**src/rtl/assert_macros.svh**
```systemverilog
// ----------------------------------------------------------------------------
// Assertion macros
// Concurrent assertion wrappers shared by the RTL. Defining SYNTH removes
// them from the build.
// ----------------------------------------------------------------------------
`ifndef ASSERT_MACROS_SVH
`define ASSERT_MACROS_SVH

`ifndef SYNTH
// Property must hold at every clock edge outside reset.
`define ASSERT_ALWAYS(lbl, clk, rstn, prop, msg) \
  lbl: assert property (@(posedge clk) disable iff (!(rstn)) (prop)) \
    else $error(msg);
// Condition must never be true at a clock edge outside reset.
`define ASSERT_NEVER(lbl, clk, rstn, cond, msg) \
  lbl: assert property (@(posedge clk) disable iff (!(rstn)) !(cond)) \
    else $error(msg);
`else
`define ASSERT_ALWAYS(lbl, clk, rstn, prop, msg)
`define ASSERT_NEVER(lbl, clk, rstn, cond, msg)
`endif

`endif

```
**src/rtl/smm_pkg.sv**
```systemverilog
`timescale 1ns / 1ps
// ----------------------------------------------------------------------------
// Square matrix multiply package
// Shared widths, codes, item types and state encoding.
// ----------------------------------------------------------------------------
package smm_pkg;

  // Default largest matrix dimension held in the stores.
  parameter int MaxDim = 8;

  // Field widths.
  parameter int DataW  = 32;
  parameter int IdxW   = 3;
  parameter int KindW  = 2;
  parameter int SizeW  = 2;

  // Configuration port.
  parameter int ApbAddrW = 3;
  parameter int ApbDataW = 32;
  localparam logic [0:0] RegSizeLog2 = 1'b0;
  localparam logic [SizeW-1:0] SizeLog2Reset = 2'd3;

  // Input item kinds.
  typedef enum logic [KindW-1:0] {
    KindLoadA   = 2'd0,
    KindLoadB   = 2'd1,
    KindCompute = 2'd2
  } kind_e;

  // Input transaction payload.
  typedef struct packed {
    logic [KindW-1:0]        kind;
    logic [IdxW-1:0]         row;
    logic [IdxW-1:0]         col;
    logic signed [DataW-1:0] value;
  } in_item_t;

  // Output transaction payload.
  typedef struct packed {
    logic [IdxW-1:0]         out_row;
    logic [IdxW-1:0]         out_col;
    logic signed [DataW-1:0] product;
    logic                    last;
  } out_item_t;

  // Compute sequencer states.
  typedef enum logic [1:0] {
    StIdle  = 2'd0,
    StRun   = 2'd1,
    StDrain = 2'd2,
    StPush  = 2'd3
  } seq_state_e;

endpackage

```
**src/rtl/smm_stream_if.sv**
```systemverilog
`timescale 1ns / 1ps
// ----------------------------------------------------------------------------
// Streaming channel
// Valid/ready channel carrying one payload per transaction.
// ----------------------------------------------------------------------------
interface smm_stream_if #(
  parameter type payload_t = logic
) ();
  logic     valid;
  logic     ready;
  payload_t data;

  modport source (output valid, output data, input ready);
  modport sink   (input valid, input data, output ready);
endinterface

```
**src/rtl/smm_ram.sv**
```systemverilog
`timescale 1ns / 1ps
// ----------------------------------------------------------------------------
// Generic RAM
// One write port and one read port with a registered read.
// ----------------------------------------------------------------------------
module smm_ram
  import smm_pkg::*;
#(
  parameter int WIDTH = DataW,
  parameter int DEPTH = MaxDim * MaxDim,
  localparam int AW = (DEPTH > 1) ? $clog2(DEPTH) : 1
) (
  input  logic             clk_i,
  input  logic             we_i,
  input  logic [AW-1:0]    waddr_i,
  input  logic [WIDTH-1:0] wdata_i,
  input  logic [AW-1:0]    raddr_i,
  output logic [WIDTH-1:0] rdata_o
);

  logic [WIDTH-1:0] mem [DEPTH];
  logic [WIDTH-1:0] rdata_q;

  // Write and registered read.
  always_ff @(posedge clk_i) begin
    if (we_i) begin
      mem[waddr_i] <= wdata_i;
    end
    rdata_q <= mem[raddr_i];
  end

  assign rdata_o = rdata_q;

endmodule

```
**src/rtl/smm_cfg.sv**
```systemverilog
`timescale 1ns / 1ps
// ----------------------------------------------------------------------------
// Configuration register block
// APB-style port holding the size_log2 register.
// ----------------------------------------------------------------------------
module smm_cfg
  import smm_pkg::*;
(
  input  logic                clk_i,
  input  logic                rst_ni,
  input  logic                psel,
  input  logic                penable,
  input  logic                pwrite,
  input  logic [ApbAddrW-1:0] paddr,
  input  logic [ApbDataW-1:0] pwdata,
  output logic [ApbDataW-1:0] prdata,
  output logic                pready,
  output logic [SizeW-1:0]    size_log2_o
);

  logic [SizeW-1:0] size_log2_q, size_log2_d;
  logic             sel_size;

  // Register decode by word index.
  assign sel_size = (paddr[ApbAddrW-1:2] == RegSizeLog2);

  // Write on the access phase.
  always_comb begin
    size_log2_d = size_log2_q;
    if (psel && penable && pwrite && pready && sel_size) begin
      size_log2_d = pwdata[SizeW-1:0];
    end
  end

  always_ff @(posedge clk_i or negedge rst_ni) begin
    if (!rst_ni) begin
      size_log2_q <= SizeLog2Reset;
    end else begin
      size_log2_q <= size_log2_d;
    end
  end

  // Read back.
  assign prdata      = sel_size ? {{(ApbDataW-SizeW){1'b0}}, size_log2_q} : '0;
  assign pready      = 1'b1;
  assign size_log2_o = size_log2_q;

endmodule

```
**src/rtl/smm_core.sv**
```systemverilog
`timescale 1ns / 1ps
// ----------------------------------------------------------------------------
// Matrix multiply core
// Holds both operand stores and walks the product one multiply-accumulate
// per cycle while in the run state, one product element at a time.
// ----------------------------------------------------------------------------
`include "assert_macros.svh"

module smm_core
  import smm_pkg::*;
#(
  parameter int MAX_DIM = MaxDim
) (
  input  logic             clk_i,
  input  logic             rst_ni,
  input  logic [SizeW-1:0] size_log2_i,
  smm_stream_if.sink       in_i,
  smm_stream_if.source     out_o
);

  localparam int Depth   = MAX_DIM * MAX_DIM;
  localparam int AW      = (Depth > 1) ? $clog2(Depth) : 1;
  localparam int MaxLogI = $clog2(MAX_DIM + 1) - 1;
  localparam logic [SizeW-1:0] MaxLog = (MaxLogI > 3) ? 2'd3 : SizeW'(MaxLogI);

  seq_state_e       state_q, state_d;
  logic [IdxW-1:0]  i_q, i_d, j_q, j_d, k_q, k_d, lim_q, lim_d;
  logic [IdxW-1:0]  lim_w;
  logic [SizeW-1:0] dim_log;
  logic             v1_q, v2_q;
  logic             issue, push, clr_acc, slot_free;
  logic             accept, in_range;
  logic             we_a, we_b;
  logic [AW-1:0]    waddr, raddr_a, raddr_b;
  logic [DataW-1:0] rdata_a, rdata_b, prod_d, prod_q, acc_q;
  logic             out_valid_q, out_valid_d;
  out_item_t        out_q;

  // Dimension in use, capped by the store size.
  assign dim_log = (size_log2_i > MaxLog) ? MaxLog : size_log2_i;
  assign lim_w   = IdxW'((4'd1 << dim_log) - 4'd1);

  // Input transaction and load decode.
  assign in_i.ready = (state_q == StIdle);
  assign accept     = in_i.valid && in_i.ready;
  assign in_range   = (int'(in_i.data.row) < MAX_DIM) && (int'(in_i.data.col) < MAX_DIM);
  assign waddr      = AW'(int'(in_i.data.row) * MAX_DIM + int'(in_i.data.col));

  always_comb begin
    we_a = 1'b0;
    we_b = 1'b0;
    case (in_i.data.kind)
      KindLoadA: we_a = accept && in_range;
      KindLoadB: we_b = accept && in_range;
      default: begin
      end
    endcase
  end

  // Read addresses for the current term of the dot product.
  assign raddr_a = AW'(int'(i_q) * MAX_DIM + int'(k_q));
  assign raddr_b = AW'(int'(k_q) * MAX_DIM + int'(j_q));

  smm_ram #(.WIDTH(DataW), .DEPTH(Depth)) u_ram_a (
    .clk_i   (clk_i),
    .we_i    (we_a),
    .waddr_i (waddr),
    .wdata_i (in_i.data.value),
    .raddr_i (raddr_a),
    .rdata_o (rdata_a)
  );

  smm_ram #(.WIDTH(DataW), .DEPTH(Depth)) u_ram_b (
    .clk_i   (clk_i),
    .we_i    (we_b),
    .waddr_i (waddr),
    .wdata_i (in_i.data.value),
    .raddr_i (raddr_b),
    .rdata_o (rdata_b)
  );

  assign slot_free = !out_valid_q || out_o.ready;

  // Sequencer: issue the terms of one element, drain, then hand it out.
  always_comb begin
    state_d = state_q;
    i_d     = i_q;
    j_d     = j_q;
    k_d     = k_q;
    lim_d   = lim_q;
    issue   = 1'b0;
    push    = 1'b0;
    clr_acc = 1'b0;
    case (state_q)
      StIdle: begin
        if (accept && (in_i.data.kind == KindCompute)) begin
          state_d = StRun;
          i_d     = '0;
          j_d     = '0;
          k_d     = '0;
          lim_d   = lim_w;
          clr_acc = 1'b1;
        end
      end
      StRun: begin
        issue = 1'b1;
        if (k_q == lim_q) begin
          k_d     = '0;
          state_d = StDrain;
        end else begin
          k_d = k_q + 1'b1;
        end
      end
      StDrain: begin
        if (!v1_q && !v2_q) begin
          state_d = StPush;
        end
      end
      StPush: begin
        if (slot_free) begin
          push    = 1'b1;
          clr_acc = 1'b1;
          if (j_q == lim_q) begin
            j_d = '0;
            if (i_q == lim_q) begin
              state_d = StIdle;
            end else begin
              i_d     = i_q + 1'b1;
              state_d = StRun;
            end
          end else begin
            j_d     = j_q + 1'b1;
            state_d = StRun;
          end
        end
      end
      default: state_d = StIdle;
    endcase
  end

  // Output register next state.
  always_comb begin
    out_valid_d = out_valid_q;
    if (push) begin
      out_valid_d = 1'b1;
    end else if (out_o.ready) begin
      out_valid_d = 1'b0;
    end
  end

  // Control registers.
  always_ff @(posedge clk_i or negedge rst_ni) begin
    if (!rst_ni) begin
      state_q     <= StIdle;
      i_q         <= '0;
      j_q         <= '0;
      k_q         <= '0;
      lim_q       <= '0;
      v1_q        <= 1'b0;
      v2_q        <= 1'b0;
      out_valid_q <= 1'b0;
    end else begin
      state_q     <= state_d;
      i_q         <= i_d;
      j_q         <= j_d;
      k_q         <= k_d;
      lim_q       <= lim_d;
      v1_q        <= issue;
      v2_q        <= v1_q;
      out_valid_q <= out_valid_d;
    end
  end

  // Multiply, then accumulate, each behind a register. Both wrap at 32 bits.
  assign prod_d = rdata_a * rdata_b;

  always_ff @(posedge clk_i) begin
    prod_q <= prod_d;
    if (clr_acc) begin
      acc_q <= '0;
    end else if (v2_q) begin
      acc_q <= acc_q + prod_q;
    end
    if (push) begin
      out_q.out_row <= i_q;
      out_q.out_col <= j_q;
      out_q.product <= acc_q;
      out_q.last    <= (i_q == lim_q) && (j_q == lim_q);
    end
  end

  assign out_o.valid = out_valid_q;
  assign out_o.data  = out_q;

  // Checks on the sequencer.
  `ASSERT_ALWAYS(a_read_from_run, clk_i, rst_ni, v1_q |-> $past(state_q) == StRun, "read issued outside the run state")
  `ASSERT_NEVER(a_load_while_busy, clk_i, rst_ni, (we_a || we_b) && (state_q != StIdle), "store written during a compute")
  `ASSERT_ALWAYS(a_push_pipe_empty, clk_i, rst_ni, (state_q == StPush) |-> (!v1_q && !v2_q), "element handed out with terms in flight")
  `ASSERT_ALWAYS(a_index_bound, clk_i, rst_ni, (state_q == StRun) |-> (k_q <= lim_q && i_q <= lim_q && j_q <= lim_q), "index beyond the dimension in use")

endmodule

```
**src/rtl/square_matrix_multiply.sv**
```systemverilog
`timescale 1ns / 1ps
// ----------------------------------------------------------------------------
// Square matrix multiply
// Loads two square matrices element by element and, on a compute
// transaction, returns their product in row-major order.
// ----------------------------------------------------------------------------
//  Channel   Dir  Handshake                  Payload
//  in_i      in   valid/ready                kind, row, col, value
//  out_o     out  valid/ready                out_row, out_col, product, last
//  APB       in   psel/penable/pwrite        size_log2 at byte address 0
//
// For dimension d, each element of a compute runs d multiply-accumulate
// terms, fed by one read port per store, then drains the multiply and
// accumulate registers and hands out the sum.
// No input transaction is taken during a compute; an output stall holds the
// sequencer before it hands out the next element.
// Reset sets size_log2 to 3; the stores are not cleared.
// ----------------------------------------------------------------------------
module square_matrix_multiply
  import smm_pkg::*;
#(
  parameter int MAX_DIM = MaxDim
) (
  input  logic                clk_i,
  input  logic                rst_ni,
  smm_stream_if.sink          in_i,
  smm_stream_if.source        out_o,
  input  logic                psel,
  input  logic                penable,
  input  logic                pwrite,
  input  logic [ApbAddrW-1:0] paddr,
  input  logic [ApbDataW-1:0] pwdata,
  output logic [ApbDataW-1:0] prdata,
  output logic                pready
);

  logic [SizeW-1:0] size_log2;

  // Configuration register.
  smm_cfg u_cfg (
    .clk_i       (clk_i),
    .rst_ni      (rst_ni),
    .psel        (psel),
    .penable     (penable),
    .pwrite      (pwrite),
    .paddr       (paddr),
    .pwdata      (pwdata),
    .prdata      (prdata),
    .pready      (pready),
    .size_log2_o (size_log2)
  );

  // Stores and multiply-accumulate sequencer.
  smm_core #(.MAX_DIM(MAX_DIM)) u_core (
    .clk_i       (clk_i),
    .rst_ni      (rst_ni),
    .size_log2_i (size_log2),
    .in_i        (in_i),
    .out_o       (out_o)
  );

endmodule

```
**src/flat_wrapper.sv**
```systemverilog
// flat-port wrapper written by rule: the top's interface ports become plain ports
module square_matrix_multiply_flat import smm_pkg::*;
#(
  parameter int MAX_DIM = MaxDim
)
  (clk_i, rst_ni, psel, penable, pwrite, paddr, pwdata, prdata, pready, in_i_valid, in_i_data, in_i_ready, out_o_valid, out_o_data, out_o_ready);
  smm_stream_if #(.payload_t(in_item_t)) in_i_i ();
  smm_stream_if #(.payload_t(out_item_t)) out_o_i ();
  input  logic clk_i;
  input  logic rst_ni;
  input  logic psel;
  input  logic penable;
  input  logic pwrite;
  input  logic [ApbAddrW-1:0] paddr;
  input  logic [ApbDataW-1:0] pwdata;
  output logic [ApbDataW-1:0] prdata;
  output logic pready;
  input wire logic [$bits(in_i_i.valid)-1:0] in_i_valid;
  input wire logic [$bits(in_i_i.data)-1:0] in_i_data;
  output wire logic [$bits(in_i_i.ready)-1:0] in_i_ready;
  output wire logic [$bits(out_o_i.valid)-1:0] out_o_valid;
  output wire logic [$bits(out_o_i.data)-1:0] out_o_data;
  input wire logic [$bits(out_o_i.ready)-1:0] out_o_ready;
  assign in_i_i.valid = in_i_valid;
  assign in_i_i.data = in_i_data;
  assign in_i_ready = in_i_i.ready;
  assign out_o_valid = out_o_i.valid;
  assign out_o_data = out_o_i.data;
  assign out_o_i.ready = out_o_ready;
  square_matrix_multiply #(.MAX_DIM(MAX_DIM)) u_core (.clk_i(clk_i), .rst_ni(rst_ni), .in_i(in_i_i), .out_o(out_o_i), .psel(psel), .penable(penable), .pwrite(pwrite), .paddr(paddr), .pwdata(pwdata), .prdata(prdata), .pready(pready));
endmodule
```
**config.mk**
```make
export PLATFORM = sky130hd
export DESIGN_NAME = square_matrix_multiply_flat
export DESIGN_NICKNAME = d
export VERILOG_FILES = /design/src/rtl/smm_pkg.sv /design/src/rtl/smm_stream_if.sv /design/src/rtl/smm_ram.sv /design/src/rtl/smm_cfg.sv /design/src/rtl/smm_core.sv /design/src/rtl/square_matrix_multiply.sv /design/src/flat_wrapper.sv
export VERILOG_INCLUDE_DIRS = /design/src /design/src/rtl
export SDC_FILE = /design/constraint.sdc
export NUM_CORES = 2
export LEC_CHECK = 0
export BUFFER_PORTS_ARGS = -buffer_cell sky130_fd_sc_hd__clkbuf_2
export CAP_MARGIN = 25
export CORE_ASPECT_RATIO = 0.7
export CORE_MARGIN = 2
export CORE_UTILIZATION = 50
export CTS_BUF_LIST = sky130_fd_sc_hd__clkbuf_2
export DETAILED_ROUTE_END_ITERATION = 12
export GPL_ROUTABILITY_DRIVEN = 0
export GPL_TIMING_DRIVEN = 0
export PLACE_DENSITY = 0.68
export SLEW_MARGIN = 5
export SYNTH_ARGS = -nofsm -noshare
export SYNTH_HDL_FRONTEND = slang
export SYNTH_HIERARCHICAL = 1
export SYNTH_SLANG_ARGS = --single-unit
```
**constraint.sdc**
```tcl
create_clock -name clk_i -period 13.8 [get_ports clk_i]
set_input_delay 2.76 -clock clk_i [delete_from_list [all_inputs] [get_ports clk_i]]
set_output_delay 2.76 -clock clk_i [all_outputs]
set_load 0.01 [all_outputs]
```
==> results.rst <==
.. list-table::
   :header-rows: 1

   * - Metric
     - Value
   * - Relative slew slack
     - 21.3%
   * - Global-route wire length before repair
     - 752000 um
   * - Avg Synthesized Cell Area
     - 19.9 um2
   * - Warning count from the yosys run
     - 6
   * - Top-level I/O count
     - 156
   * - Rows
     - 183
   * - Cell types with the highest counts after synthesis
     - sky130_fd_sc_hd__edfxtp_1, sky130_fd_sc_hd__mux4_2, sky130_fd_sc_hd__inv_1
   * - Total count of hold-check failures in the final report
     - 0
   * - Post-CTS Hold Fix Bufs
     - 0
   * - CP max FO
     - 10
   * - Crit end category
     - flip-flop
   * - Total global routing track utilization
     - 30.0%
   * - Leading area contributor after synthesis
     - sky130_fd_sc_hd__edfxtp_1
   * - Fraction of the mapped netlist area in compound gates
     - under 10%
   * - Wirelength, routed
     - 550000 um
   * - Multiplexer area fraction after synthesis
     - 14.9%
   * - Top cells by area, synth
     - sky130_fd_sc_hd__edfxtp_1, sky130_fd_sc_hd__mux4_2, sky130_fd_sc_hd__fa_1, sky130_fd_sc_hd__dfxtp_1, sky130_fd_sc_hd__ha_1
   * - Number of global-route vias before repair
     - ~100000
   * - TritonCTS sink count
     - 4282
   * - Gate count of the mapped netlist
     - 8941
   * - H-tree depth reported by CTS
     - 6
   * - Share of the synthesized netlist area taken by xor and xnor gates
     - less than 1%
   * - Count of input and output buffers
     - 87
   * - Drt first pass iters
     - 6
   * - Unrepaired setup endpoints after global routing
     - false
   * - Count of final setup violators
     - 0
   * - Max-slew violation total from the final report
     - 0
   * - Period utilization
     - 62.7%
   * - Via-to-Cell Ratio
     - 6.43
   * - Post-layout util
     - approximately 56%
   * - First DRT Iteration DRCs
     - about 17000
   * - Most common cell on crit path
     - sky130_fd_sc_hd__fa_1
   * - Kind of path behind the tightest hold check
     - flip-flop to flip-flop
   * - Initial standard-cell utilization of the core
     - 50.2%
   * - Number of enable-type register cells in the synthesized netlist
     - a little over 4000
   * - Arr. time, crit path
     - 10.41 ns
   * - Leading register cell type out of synthesis
     - sky130_fd_sc_hd__edfxtp_1
   * - Summed negative setup slack over all endpoints
     - 0 ns
   * - Library cell with the highest instance count after synthesis
     - sky130_fd_sc_hd__edfxtp_1
   * - Number of library cell types mapped by synthesis
     - 80
   * - Clk Tree Root Cell
     - sky130_fd_sc_hd__clkbuf_2
   * - Total Nets Final
     - 10894
   * - Total clock buffers created by CTS
     - 933
   * - Maximum number of pins on one net before global-route repair
     - 129
   * - Quantity of gates resized following cts
     - 0
   * - Worst-margin pin slew
     - 1.18 ns
   * - Worst path max stage delay
     - 0.89 ns
   * - Max Clock Freq
     - about 120 MHz
   * - Maximum buffer depth of the clock tree
     - 4
   * - Clock tree from TritonCTS
     - built
   * - Number of vias after detailed routing
     - 101167
   * - Area enclosed by the die boundary
     - 0.362 mm2
   * - Remaining number of nets flagged by the antenna check after routing
     - 0
   * - Remaining global-route overflow
     - 0
   * - Main combinational cell family by area after synthesis
     - multiplexers
   * - Area Overhead vs Synth
     - 11.8%
   * - Area share of and/or/nand/nor cells after synthesis
     - 3.05%
   * - Number of antenna violations at the first check in global routing
     - 40
   * - Worst setup skew after layout
     - around 0.38 ns
   * - Slowest stage cell on the critical path
     - sky130_fd_sc_hd__clkbuf_1
   * - Flops & latches, synth
     - 4282
   * - Number of filler cells placed in the layout
     - 26670
   * - Area share of fa/ha/maj cells after synthesis
     - around 5.7%
   * - Share of the synthesized area in the top cell type
     - 69.6%
   * - Register clock-pin slew on the reported worst setup and hold paths
     - 0.12 ns
   * - Critical-path cell list
     - clkbuf_1, clkbuf_1, nand2_1, fa_1, inv_1, fa_1, inv_1, fa_1, inv_1, fa_1, inv_1, fa_1, fa_1, fa_1, inv_1, fa_1, xor2_1, xnor2_1, xnor2_1, xnor2_1, xnor2_1, xnor2_1, xnor2_1, xnor2_1
   * - Worst setup SP type
     - flip-flop
   * - HPWL after DPL
     - 368000 um
   * - Run status
     - complete, no violations
   * - WS Path Type
     - flip-flop to flip-flop
   * - Final min period
     - 8.66 ns
   * - Async S/R FF share, synth
     - 0.444%
   * - Die outline width
     - 718 um
   * - Layout cell share with drive strength beyond 1
     - between 30% and 40%
   * - Sequential fraction of the synthesis area
     - 71.3%
   * - Post-Syn Area
     - about 0.18 mm2
   * - DR WL/cell
     - ~35 um
   * - Chip Height
     - 504 um
   * - Later-pin clock latency in the skew report
     - between 2 and 2.5 ns
   * - Post-CTS setup buffers
     - 0
   * - DR DRC count
     - 0
   * - Max cap viols
     - 0
   * - Placeable core region
     - around 0.36 mm2
   * - Crit path required time
     - 15.56 ns
placed cells by master, fill, tap and decap left out, drive strengths merged, types with 17 or more instances in the layout:
| master | n |
|---|---|
| a21o | 20 |
| a21oi | 171 |
| a22oi | 26 |
| a311oi | 19 |
| and2 | 235 |
| buf | 501 |
| clkbuf | 1775 |
| clkinv | 192 |
| conb | 31 |
| dfrtp | 17 |
| dfxtp | 128 |
| diode | 44 |
| edfxtp | 4135 |
| fa | 409 |
| ha | 161 |
| inv | 444 |
| mux2i | 201 |
| mux4 | 1088 |
| nand2 | 395 |
| nand2b | 29 |
| nand3 | 28 |
| nor2 | 334 |
| nor2b | 37 |
| nor3 | 26 |
| o21ai | 47 |
| o221ai | 56 |
| o22ai | 169 |
| xnor2 | 81 |
| xor2 | 31 |
kinds of logic after synthesis:
family,count (synthesis)
other,2
AO/OA/AOI/OAI,598
multiplexers,1296
XOR/XNOR,112
AND/OR/NAND/NOR,1158
flip-flops,4282
buffers and inverters,923
adder cells (fa/ha/maj),570
final timing paths:
kind                                                        from                        end  slack, ns  cells past startpoint
worst min-delay path                          u_core/u_core/v1_q         u_core/u_core/v2_q       0.38                      0
min in group asynchronous                                 rst_ni  u_core/u_core/out_o.valid       0.72                      1
max in group asynchronous                                 rst_ni   u_core/u_core/state_q[1]      12.54                      1
worst min register to register                u_core/u_core/v1_q         u_core/u_core/v2_q       0.38                      0
worst max register to register  u_core/u_core/u_ram_b/rdata_o[2]   u_core/u_core/prod_q[31]       5.14                     24
worst max-delay path            u_core/u_core/u_ram_b/rdata_o[2]   u_core/u_core/prod_q[31]       5.14                     24
worst max-delay path: cells and delay by family (launching register included):
| kind | cells | cell delay (ns) |
|---|---|---|
| XOR/XNOR | 8 | 2.07 |
| buffers and inverters | 7 | 1.58 |
| AND/OR/NAND/NOR | 1 | 0.19 |
| flip-flops | 1 | 0.63 |
| adder cells (fa/ha/maj) | 8 | 3.99 |
metrics by stage:
stage | instances | hold WS [ns] | area (um2) | worst slack, ns
floorplan | 8970 | 0.349 | 178000 | 6.84
global placement | 13774 | 0.352 | 185000 | 2.90
detailed placement | 14008 | 0.361 | 191000 | 5.35
CTS | 15679 | 0.375 | 199000 | 5.40
global route | 15708 | 0.397 | 199000 | 4.98
finish | 15739 | 0.382 | 199000 | 5.14
cell type report:
type / instances / area (um2) / area share [%]
clock inverters: 230 / 1380 / 0.692
multi-input cells: 3765 / 48300 / 24.2
diodes: 44 / 110 / 0.0552
inverters: 425 / 1600 / 0.800
clock buffers: 1441 / 7210 / 3.62
flip-flops and latches: 4282 / 127000 / 63.8
well taps: 4717 / 5900 / 2.96
plain buffers: 498 / 2400 / 1.20
repair buffers: 337 / 5340 / 2.68
layer usage:
| layer | part of all wire (%) | track usage (%) | up-vias |
|---|---|---|---|
| met3 | 17 | 12.7 | 1215 |
| met5 | 0.095 | 0.394 | - |
| met2 | 42 | 41.2 | 8615 |
| met1 | 37 | 43.2 | 52555 |
| li1 | - | - | 38754 |
| met4 | 3.8 | 10.5 | 28 |
sequential cells by signal, summed over array words and instances (netlist names):
signal and cells:
u_core/u_core/u_ram_b/rdata_o 32, u_core/u_core/i_q 3, u_core/u_core/state_q 2, u_core/u_core/v1_q 1, u_core/u_core/v2_q 1, u_core/u_core/j_q 3, u_core/u_core/u_ram_b/mem 2048, u_core/u_core/prod_q 32
u_core/u_core/out_o.data 39, u_core/u_core/u_ram_a/rdata_o 32, u_core/u_core/out_o.valid 1, u_core/u_core/u_ram_a/mem 2048, u_core/u_core/acc_q 32, u_core/u_core/lim_q 3, u_core/u_cfg/size_log2_o 2, u_core/u_core/k_q 3
Power is left out: the tool's default activity adds up to more than one toggle a clock period on the data nets, which glitch-free logic cannot reach.
